==> src/hdl/gcr_pkg.sv <==
// shared types and constants for the ground contact response block
`timescale 1ns / 1ps
package gcr_pkg;
    localparam int QUEUE_DEPTH = 4;

    localparam logic [2:0] REG_RESTITUTION = 3'd0;
    localparam logic [2:0] REG_PUSH_FORCE  = 3'd1;
    localparam logic [2:0] REG_REST_THRESH = 3'd2;
    localparam logic [2:0] REG_HALF_X      = 3'd3;
    localparam logic [2:0] REG_HALF_Y      = 3'd4;
    localparam logic [2:0] REG_HALF_Z      = 3'd5;

    // one corner coordinate, signed so that element selects compare as signed
    typedef logic signed [47:0] coord_t;

    // all eight corner coordinates per axis, plus carried fields
    typedef struct packed {
        logic                on_ground;
        coord_t [7:0]        cor_x;
        coord_t [7:0]        cor_y;
        coord_t [7:0]        cor_z;
        logic signed [31:0]  vel_x;
        logic signed [31:0]  vel_y;
        logic signed [31:0]  vel_z;
    } corner_item_t;

    typedef struct packed {
        logic               on_ground;
        logic signed [47:0] r_x;
        logic signed [47:0] r_z;
        logic signed [47:0] piv_x;
        logic signed [47:0] piv_y;
        logic signed [47:0] piv_z;
        logic signed [31:0] vel_x;
        logic signed [31:0] vel_y;
        logic signed [31:0] vel_z;
    } lever_item_t;

    typedef struct packed {
        logic [15:0] restitution;
        logic [30:0] push_force;
        logic [30:0] rest_threshold;
        logic [30:0] half_x;
        logic [30:0] half_y;
        logic [30:0] half_z;
    } cfg_t;

    function automatic logic signed [31:0] sat32(input logic signed [63:0] x);
        if (x > 64'sd2147483647) return 32'sh7fffffff;
        if (x < -64'sd2147483648) return 32'sh80000000;
        return x[31:0];
    endfunction
endpackage

==> src/hdl/gcr_queue.sv <==
// short fifo between front and back end
`timescale 1ns / 1ps
module gcr_queue #(
    parameter int DEPTH = gcr_pkg::QUEUE_DEPTH
) (
    input  logic                 clk,
    input  logic                 rst_n,
    input  logic                 w_valid,
    output logic                 w_ready,
    input  gcr_pkg::lever_item_t w_item,
    output logic                 r_valid,
    input  logic                 r_ready,
    output gcr_pkg::lever_item_t r_item
);
    import gcr_pkg::*;
    localparam int AW = (DEPTH > 1) ? $clog2(DEPTH) : 1;

    lever_item_t        mem_reg [DEPTH];
    logic [AW-1:0]      wp_reg, rp_reg;
    logic [AW:0]        cnt_reg;
    logic               wr, rd;

    assign w_ready = cnt_reg != (AW+1)'(DEPTH);
    assign r_valid = cnt_reg != '0;
    assign r_item  = mem_reg[rp_reg];
    assign wr = w_valid && w_ready;
    assign rd = r_valid && r_ready;

    always_ff @(posedge clk)
    begin
        if (wr) mem_reg[wp_reg] <= w_item;
    end

    always_ff @(posedge clk or negedge rst_n)
    begin
        if (!rst_n)
        begin
            wp_reg <= '0;
            rp_reg <= '0;
            cnt_reg <= '0;
        end
        else
        begin
            if (wr) wp_reg <= (wp_reg == AW'(DEPTH-1)) ? '0 : wp_reg + 1'b1;
            if (rd) rp_reg <= (rp_reg == AW'(DEPTH-1)) ? '0 : rp_reg + 1'b1;
            cnt_reg <= cnt_reg + (AW+1)'(wr) - (AW+1)'(rd);
        end
    end
endmodule

==> config.mk <==
export PLATFORM = sky130hd
export DESIGN_NAME = gcr_queue
export DESIGN_NICKNAME = d
export VERILOG_FILES = /design/src/hdl/gcr_pkg.sv /design/src/hdl/gcr_queue.sv
export SDC_FILE = /design/constraint.sdc
export NUM_CORES = 1
export LEC_CHECK = 0
export BUFFER_PORTS_ARGS = -buffer_cell sky130_fd_sc_hd__buf_2
export CORE_MARGIN = 3
export CORE_UTILIZATION = 32
export CTS_CLUSTER_DIAMETER = 80
export CTS_CLUSTER_SIZE = 28
export DETAILED_ROUTE_END_ITERATION = 7
export GPL_TIMING_DRIVEN = 1
export PLACE_DENSITY_LB_ADDON = 0.3
export SLEW_MARGIN = 20
export SYNTH_ARGS = -nofsm -noshare
export SYNTH_HDL_FRONTEND = slang
export SYNTH_SLANG_ARGS = --single-unit
==> constraint.sdc <==
create_clock -name clk -period 12.15 [get_ports clk]
set_input_delay 2.43 -clock clk [delete_from_list [all_inputs] [get_ports clk]]
set_output_delay 2.43 -clock clk [all_outputs]
set_load 0.02 [all_outputs]
Word-level counts from Yosys, hierarchy flattened
Memories as Yosys holds them, arrays and structs flattened.
Cells that the tools add are included.

word-level totals
  bits in registers = 7
  memory bits (writable) = 1348
  input port bits = 341
  output and inout bits = 339
  logic and storage cells = 18
  memories kept = 1

memories
  name     depth  bits a word  rd ports  clocked after Yosys merged registers in  wr ports  RTL line         source
  mem_reg  4      337          1         0                                        1         gcr_queue.sv:18  lever_item_t mem_reg [DEPTH];

cells by class
  add/sub/neg operators = 4
  equal/unequal tests = 3
  mux-type cells = 4
  reductions and logical operators = 3

operators with widths
  kind                                                           count
  2-bit by 1-bit adder with 2-bit output, second input constant  2
  2-bit equality test, second input constant                     2
  2-bit 2-to-1 mux                                               2
  3-bit by 1-bit adder with 3-bit output                         1
  3-bit inequality test, second input constant                   1
  3-bit nonzero test                                             1
  3-bit by 1-bit subtractor with 3-bit output                    1
  1-bit logical AND                                              2
  1-bit 2-to-1 mux                                               2

Longest topological paths before layout
Gate-level depths: netlist of run 1.

  word-level depth = 4
  mapped depth = 10
  gate-level depth less buffers = 10

Worst setup path after synthesis of run 1
No wires, ideal clock.

  path kind = input -> register
  start point = in w_valid
  end point = mem mem_reg[0][0] (netlist name), enable pin
  setup time = 746 ps
  arrival = 10103 ps
  data required time = 11404 ps
  slack = 1301 ps
  stages on the path = 1
  buffers on the path = 0
  cell sequence = and3_1

between the ends
  cells in the longest elaborated chain, start to end = 3

ends and longest elaborated chain
  item                                    RTL line         source
  start, declared                         gcr_queue.sv:8   input logic w_valid,
  1-bit logical AND                       gcr_queue.sv:26  assign wr = w_valid && w_ready;
  1-bit 2-to-1 mux                        gcr_queue.sv:31  if (wr) mem_reg[wp_reg] <= w_item;
  1-bit 2-to-1 mux (implied by the code)  gcr_queue.sv:31
  end, declared                           gcr_queue.sv:18

No other way between the ends.

==> results of run 1 <==
## where the power goes
group	total (mW)	internal (mW)	leakage, nW	switching [mW]
sequential	6.39	6.17	12.4	0.229
combinational	4.79	1.80	5.11	2.98
clock	2.81	1.27	1.20	1.54
## layout by cell type (no fill, tap or decap), drive strengths merged
cell and count:
clkbuf 76, and2 1, edfxtp 1348, xnor2 2, dfrtp 7, inv 26, fa 1, or3b 1
clkinvlp 2, nand2 1, mux4 337, mux2 4, nor2 2, or3 1, and3 4, buf 707
clkinv 20, ha 7, diode 39, bufinv 4
## per-stage QoR
step | utilization | hold slack (ps) | power, mW
after floorplan | - | 452.9 | 10.10
after global placement | 0.3597 | 475.1 | 11.34
after detailed placement | 0.3597 | 483.8 | 11.42
after CTS | 0.3761 | 500.5 | 14.25
after global routing | 0.3764 | 536.2 | 14.69
final | 0.3769 | 499.1 | 13.99
## final cells by class
class	count	area (um2)	share of cell area
inverters	7	26.28	0.0004579
multi-input cells	361	7850	0.1368
clock buffers	76	1838	0.03203
flip-flops and latches	1355	40660	0.7086
repair buffers	707	3716	0.06476
diodes	39	97.59	0.001701
well taps	2030	2540	0.04426
clock inverters	45	655.6	0.01143
## worst max-delay path, cell delays in order (launching register included)
cell and delay (ps):
dfrtp_4 450, buf_12 450, buf_4 820, buf_4 720, mux4_2 600, buf_2 180
## worst max-delay path by stage
stage	from	endpoint	slack [ps]	cells past startpoint
6_report	rp_reg[0]	r_item[54]	5480	5
5_1_grt	rp_reg[0]	r_item[54]	5020	5
3_5_place_dp	rp_reg[0]	r_item[192]	6090	5
3_3_place_gp	rp_reg[0]	r_item[76]	6160	5
4_1_cts	rp_reg[0]	r_item[83]	5310	5
2_1_floorplan	w_valid	mem_reg[0][0]	1300	1
## cell families (layout without fill, tap and decap cells)
family / after synthesis / in the layout / share of synthesized area
flops: 1355 / 1355 / 0.8269
mux: 341 / 341 / 0.1554
buf+inv: 83 / 835 / 0.01387
simple gates: 10 / 10 / 0.001272
fa+ha+maj: 8 / 8 / 0.002189
xor+xnor: 2 / 2 / 0.0003563
other cells: 0 / 39 / 0
## layer usage
layer | wire length [um] | part of all wire | vias up
li1 | - | - | 9253
met1 | 40610 | 0.38 | 11460
met2 | 51900 | 0.48 | 742
met3 | 12320 | 0.11 | 178
met4 | 2195 | 0.020 | 46
met5 | 324 | 0.0030 | -
==> run summary, run 1 <==
OUTCOME
----------------------------------------------------------------------------------
Run status .......................................................... finished clean

SYNTHESIS
----------------------------------------------------------------------------------
Count of state elements after synthesis .............................         1355
Ys async rst share ..................................................     0.005166
Library cell with the largest summed area after synthesis ...........     edfxtp_1
Most used flip-flop cell after synthesis ............................     edfxtp_1
Total standard cell area after synthesis ............................  0.04917 mm2
Most repeated cell in the gate-level netlist after synthesis ........     edfxtp_1
Warning count from the yosys run ....................................            0
Post-synth top cells ................................................ edfxtp_1 (1348), mux4_2 (337), buf_2 (35)
Number of enable-type register cells in the synthesized netlist .....         1348
Largest cells by area after synthesis ............................... edfxtp_1 (82%), mux4_2 (15%), buf_6 (0.53%), buf_8 (0.40%), buf_2 (0.36%)
Mapped Avg Cell Area ................................................    27.33 um2
Share of synthesized area occupied by flip-flops and latches ........       0.8269
Post-synthesis net count ............................................         2148
Gate Count Post-Synth ...............................................         1799
Post-synth top area share ...........................................       0.8233
Count of unique library cells instantiated by Yosys .................           20

SETUP PATH
----------------------------------------------------------------------------------
R2r startpoint ......................................................    wp_reg[0]
Startpoint type of the worst setup path .............................     register
Maximum net fanout on the critical path .............................           88
Depth of the worst register-to-register path ........................            5
CP Data Arrival Time ................................................      4240 ps
Crit path capture type .............................................. primary output
Worst Path Class, Setup .............................................      reg2out
Critical path data required time ....................................      9720 ps
Reg-to-reg endpoint ................................................. mem_reg[0][196]
Internal reg-to-reg setup slack .....................................      8500 ps

TIMING
----------------------------------------------------------------------------------
Final setup slack of the worst path .................................      5481 ps
Transition at the pin with the smallest max-transition slack ........      1211 ps
Number of max-slew violations in the final report ...................            0
Slew Limit Headroom .................................................       0.1927
Maximum clock rate ..................................................    149.9 MHz
Tmin final ..........................................................      6669 ps
Final count of negative-setup-slack endpoints .......................            0
Aggregate negative setup slack ......................................         0 ps
Final count of hold timing violations ...............................            0
RSZ-0062 raised after global routing ................................           no
Final clock skew ....................................................     32.30 ps
Ratio of final minimum period to clock period .......................       0.5489

GRT
----------------------------------------------------------------------------------
Most utilized layer in the global route result ......................         met2
Antenna violations before repair ....................................           70
Total congestion overflow after global routing ......................            0
Met2 GRT Util .......................................................       0.2118
GR Layer Usage met1 .................................................       0.1650
Via count of the first global-routing pass ..........................        22920
Global-route wire length before repair ..............................    156400 um
Met3 layer usage reported by global route ...........................      0.05704
Overall track demand over capacity in global routing ................       0.1327
Maximum number of pins on one net before global-route repair ........          132

CLOCKING
----------------------------------------------------------------------------------
Resized Gates After CTS .............................................            0
Insertion delay of the later-clocked pin in the worst-skew pair .....       680 ps
Post-CTS Hold Fix Bufs ..............................................            0
CTS Sinks ...........................................................         1355
CTS buffer count ....................................................           71
Post-CTS Repair Setup Buffers .......................................            0
Clock Root Buffer ...................................................    clkbuf_16
CTS tree ............................................................         done
H-tree lvl count ....................................................            3
Max Buffers Root-to-Sink ............................................            3
Clock slew at reported path FFs .....................................       100 ps

ROUTE
----------------------------------------------------------------------------------
DRT antenna net count ...............................................            0
Average vias per placed instance ....................................        4.693
Mean routed wirelength per cell .....................................     23.24 um
Detailed-router iteration count before antenna repair ...............            5
Violation count after the first detailed-routing iteration ..........         1477
Routed WL ...........................................................    107300 um
Final routed DRC violation total ....................................            0
Count of vias placed by the detailed router .........................        21680

LAYOUT
----------------------------------------------------------------------------------
Flip-flop count of the largest register, all copies and words added .         1348
Post-route insts no fill ............................................         4620
Net total in the final layout .......................................         2852
Layout cell share with drive strength beyond 1 ......................       0.4594
Layout filler cell count ............................................        13640
Total non-filler cell area in the finished layout ...................  0.05739 mm2
Post-synthesis to final-layout area growth ..........................       16.72%

PLACEMENT
----------------------------------------------------------------------------------
Cell count after placement ..........................................         4459
Placement Setup Slack ...............................................      6087 ps
Final weighted congestion of routability-driven global placement ....       0.7893
Post-DP HPWL ........................................................     70230 um
Port Buf Inserts ....................................................          679
Post-Place Cell Area ................................................  0.05477 mm2

PWR
----------------------------------------------------------------------------------
IR drop worst, VDD ..................................................    0.2205 mV
Reported leakage power ..............................................     18.74 nW
Total power density per cell area ................................... 243.8 mW/mm2

FLOORPLAN
----------------------------------------------------------------------------------
Chip Height .........................................................     398.0 um
Placeable core region ...............................................   0.1523 mm2
X dimension of the die ..............................................     398.0 um
Starting density of the core ........................................       0.3229
Total number of placement rows ......................................          143
Die area ............................................................   0.1584 mm2
Number of I/O pins ..................................................          680

HOLD PATH
----------------------------------------------------------------------------------
Hold path startpoint ................................................   cnt_reg[2]
Min-Delay Path Depth ................................................            1
Path type of the worst min-delay path ...............................      reg2reg
Endpoint of the worst hold path .....................................   cnt_reg[2]

FLOW RUN
----------------------------------------------------------------------------------
Max capacitance violation total .....................................            0

(Power assumes the default switching activity.)
==> inputs of run 2 (changes only) <==
ABC_AREA = 1   (was default)
clock period = 5.3 ns   (was 12.15 ns; I/O delays follow)
==> run 2 against run 1 <==
- final area up 12%
- core utilization up 0.080 points
- combinational power rose to 3.1 times the previous value
- sequential power up 130%
- die area up 12%
- critical path depth unchanged
- clock skew up 5.9 ps
- critical endpoint is now r_item[161]
- wire length up 27%
- area after synthesis up 12%
- global-route usage up 1.6 points
- worst hold slack worse by 310 ps
- power rose to 2.6 times the previous value
- largest power group is now combinational logic
==> run summary, run 2 <==
LAYOUT
----------------------------------------------------------------------------------
Total non-filler cell area in the finished layout ...................  0.06436 mm2   was 0.05739 mm2
Post-synthesis to final-layout area growth ..........................       16.52%   was 16.72%
Commonest non-fill, non-tap cell in the layout ......................     edfxtp_1   unchanged
Reg area ............................................................  0.04066 mm2   unchanged
Multi-input gate area ...............................................  0.01062 mm2   was 0.007850 mm2
Flip-flop count of the largest register, all copies and words added .         1348   unchanged
Net total in the final layout .......................................         4974   was 2852
Top library cells by usage in the layout, fill and taps aside ....... edfxtp_1 (1348), nand2_1 (1027), inv_1 (687)   was edfxtp_1 (1348), buf_2 (679), mux4_2 (337)
Layout filler cell count ............................................        16230   was 13640
Layout cell share with drive strength beyond 1 ......................       0.2614   was 0.4594
Fraction of the core area covered by cells at the end of the flow ...       0.3777   was 0.3769

TIMING
----------------------------------------------------------------------------------
Slew Limit Headroom .................................................       0.2435   was 0.1927
Transition at the pin with the smallest max-transition slack ........      1135 ps   was 1211 ps
Maximum clock rate ..................................................    236.1 MHz
Final clock skew ....................................................     38.18 ps   was 32.30 ps
Number of max-slew violations in the final report ...................            0   unchanged
Ratio of final minimum period to clock period .......................       0.7991
Final count of hold timing violations ...............................            0   unchanged
Aggregate negative setup slack ......................................         0 ps   unchanged
RSZ-0062 raised after global routing ................................           no   unchanged
Final count of negative-setup-slack endpoints .......................            0   unchanged
Tmin final ..........................................................      4235 ps
Final setup slack of the worst path .................................      1065 ps   was 5481 ps

ROUTE
----------------------------------------------------------------------------------
Detailed-router iteration count before antenna repair ...............            5   unchanged
Violation count after the first detailed-routing iteration ..........         2037   was 1477
Final routed DRC violation total ....................................            0   unchanged
Mean routed wirelength per cell .....................................     19.39 um   was 23.24 um
Average vias per placed instance ....................................        4.508   was 4.693
DRT antenna net count ...............................................            0   unchanged
Count of vias placed by the detailed router .........................        31610   was 21680
Routed WL ...........................................................    135900 um   was 107300 um

GRT
----------------------------------------------------------------------------------
Total congestion overflow after global routing ......................            0   unchanged
Global-route wire length before repair ..............................    200700 um   was 156400 um
Antenna violations before repair ....................................           62   was 70
Overall track demand over capacity in global routing ................       0.1487   was 0.1327
GR Layer Usage met1 .................................................       0.1764   was 0.1650
Via count of the first global-routing pass ..........................        30060   was 22920
Met2 GRT Util .......................................................       0.2691   was 0.2118
Most utilized layer in the global route result ......................         met2   unchanged
Met3 layer usage reported by global route ...........................      0.02377   was 0.05704
Maximum number of pins on one net before global-route repair ........          133   was 132

CLOCKING
----------------------------------------------------------------------------------
CTS Sinks ...........................................................         1355   unchanged
Resized Gates After CTS .............................................            0   unchanged
Max Buffers Root-to-Sink ............................................            3   unchanged
Post-CTS Hold Fix Bufs ..............................................            0   unchanged
H-tree lvl count ....................................................            3   unchanged
CTS buffer count ....................................................           79   was 71
Clock Root Buffer ...................................................    clkbuf_16   unchanged
Insertion delay of the later-clocked pin in the worst-skew pair .....       710 ps   was 680 ps
Post-CTS Repair Setup Buffers .......................................            0   unchanged
CTS tree ............................................................         done   unchanged
Clock slew at reported path FFs .....................................       100 ps   about the same

HOLD PATH
----------------------------------------------------------------------------------
Path type of the worst min-delay path ...............................     in2async   was reg2reg

SYNTHESIS
----------------------------------------------------------------------------------
Ys async rst share ..................................................     0.005166   unchanged
Warning count from the yosys run ....................................            0   unchanged
Gate Count Post-Synth ...............................................         3990   was 1799
Largest cells by area after synthesis ............................... edfxtp_1 (73%), nand2_1 (7.0%), o211ai_2 (6.8%), o211ai_1 (5.1%), inv_1 (4.7%)   was edfxtp_1 (82%), mux4_2 (15%), buf_6 (0.53%), buf_8 (0.40%), buf_2 (0.36%)
Total standard cell area after synthesis ............................  0.05524 mm2   was 0.04917 mm2
Mapped Avg Cell Area ................................................    13.84 um2   was 27.33 um2
Most used flip-flop cell after synthesis ............................     edfxtp_1   unchanged
Count of unique library cells instantiated by Yosys .................           16   was 20
Share of synthesized area occupied by flip-flops and latches ........       0.7360   was 0.8269
Post-synth top area share ...........................................       0.7328   was 0.8233
Most repeated cell in the gate-level netlist after synthesis ........     edfxtp_1   unchanged
Post-synth top cells ................................................ edfxtp_1 (1348), nand2_1 (1028), inv_1 (687)   was edfxtp_1 (1348), mux4_2 (337), buf_2 (35)
Library cell with the largest summed area after synthesis ...........     edfxtp_1   unchanged
Post-synthesis net count ............................................         4339   was 2148
Number of enable-type register cells in the synthesized netlist .....         1348   unchanged
Count of state elements after synthesis .............................         1355   unchanged

FLOORPLAN
----------------------------------------------------------------------------------
Die area ............................................................   0.1776 mm2   was 0.1584 mm2
Total number of placement rows ......................................          151   was 143
Chip Height .........................................................     421.5 um   was 398.0 um
Placeable core region ...............................................   0.1704 mm2   was 0.1523 mm2
Starting density of the core ........................................       0.3241   was 0.3229
X dimension of the die ..............................................     421.5 um   was 398.0 um
Number of I/O pins ..................................................          680   unchanged

OUTCOME
----------------------------------------------------------------------------------
Run status .......................................................... finished clean   unchanged

FLOW RUN
----------------------------------------------------------------------------------
Max capacitance violation total .....................................            0   unchanged

PWR
----------------------------------------------------------------------------------
Total power density per cell area ................................... 570.0 mW/mm2   was 243.8 mW/mm2
Total Power .........................................................     36.69 mW   was 13.99 mW
Reported leakage power ..............................................     25.09 nW   was 18.74 nW
IR drop worst, VDD ..................................................    0.4564 mV   was 0.2205 mV

PLACEMENT
----------------------------------------------------------------------------------
Placement Setup Slack ...............................................      1734 ps   was 6087 ps
Port Buf Inserts ....................................................          679   unchanged
Final weighted congestion of routability-driven global placement ....       0.7819   was 0.7893
Post-DP HPWL ........................................................     90540 um   was 70230 um
Post-Place Cell Area ................................................  0.06138 mm2   was 0.05477 mm2

SETUP PATH
----------------------------------------------------------------------------------
Depth of the worst register-to-register path ........................            6   was 5
Highest cell delay on the worst timing path .........................       790 ps   was 820 ps
Crit path capture type .............................................. primary output   unchanged
Critical path data required time ....................................      4240 ps   was 9720 ps
Worst Path Class, Setup .............................................      reg2out   unchanged
R2r startpoint ......................................................   cnt_reg[1]   was wp_reg[0]
Count of buffer and inverter cells on the critical path .............            3   was 4
Cell with the largest stage delay on the worst path .................      dfrtp_4   was buf_4
Startpoint type of the worst setup path .............................     register   unchanged
Top Family by Delay on Critical Path ................................ buffers and inverters   unchanged
CP Data Arrival Time ................................................      3180 ps   was 4240 ps
Maximum net fanout on the critical path .............................          127   was 88
Cell-by-cell listing of the critical path ........................... buf_12 > buf_4 > o211ai_1 > nand2_1 > buf_2   was buf_12 > buf_4 > buf_4 > mux4_2 > buf_2
Internal reg-to-reg setup slack .....................................      2670 ps   was 8500 ps
Reg-to-reg endpoint ................................................. mem_reg[3][288]   was mem_reg[0][196]

run 2: changes by cell type after synthesis, moves of 4 or more:
cell	previous run	this run
buf_6	23	42
inv_1	7	687
mux4_2	337	0
buf_4	2	38
nor2_1	2	7
buf_2	35	95
nand3_1	0	5
buf_8	13	0
nand2_1	1	1028
o211ai_1	0	375
o211ai_2	0	299
and3_1	4	0
clkbuf_1	3	48
run 2: cell type report:
class                   instances  area share
flip-flops and latches       1355      0.6318
clock inverters                59     0.01289
diodes                         29    0.001128
inverters                     688     0.04024
multi-input cells            1722      0.1650
well taps                    2295     0.04461
repair buffers                779     0.07204
clock buffers                  84     0.03233
run 2: how the worst max path moves through the flow:
| stage | depth (start not counted) | endpoint | slack, ps | startpoint |
|---|---|---|---|---|
| finish | 5 | r_item[161] | 1060 | rp_reg[1] |
| global route | 5 | r_item[158] | 910 | rp_reg[1] |
| CTS | 5 | r_item[296] | 940 | rp_reg[1] |
| detailed placement | 5 | r_item[296] | 1730 | rp_reg[1] |
| global placement | 5 | r_item[296] | 1740 | rp_reg[1] |
| floorplan | 2 | mem_reg[0][0] | -1310 | w_valid |
run 2: metrics by stage:
step / hold slack [ps] / std cells
3_5_place_dp: 506.6 / 6839
4_1_cts: 104.5 / 6982
6_report: 187.9 / 7011
5_1_grt: 117.5 / 7000
2_1_floorplan: 479.4 / 3990
3_3_place_gp: 505.1 / 6839
run 2: worst register-to-register path, stage by stage (launching register included):
cell     delay, ps
dfrtp_1        430
nor2_1          90
nand2_1        220
nand2_8        130
nor2_4         540
buf_12         290
buf_4          560
run 2: where the power goes:
part | internal [mW] | switching, mW | leakage, nW | total [mW]
clock | 3.25 | 3.98 | 1.41 | 7.23
combinational | 4.34 | 10.5 | 11.2 | 14.9
sequential | 14.0 | 0.582 | 12.4 | 14.6
total | 21.6 | 15.1 | 25.1 | 36.7
run 2: cells by family (layout without fill, tap and decap cells):
group	count (synthesis)	after routing	synth area share
buf+inv	913	1610	0.07262
compound gates	674	674	0.1187
other cells	0	29	0
simple gates	1040	1040	0.07078
flops	1355	1355	0.7360
fa+ha+maj	8	8	0.001948
run 2: metal layers:
layer	routed length (um)	vias up
li1	-	15230
met3	4699	238
met2	71620	619
met5	27	-
met4	5107	4
met1	54480	15510
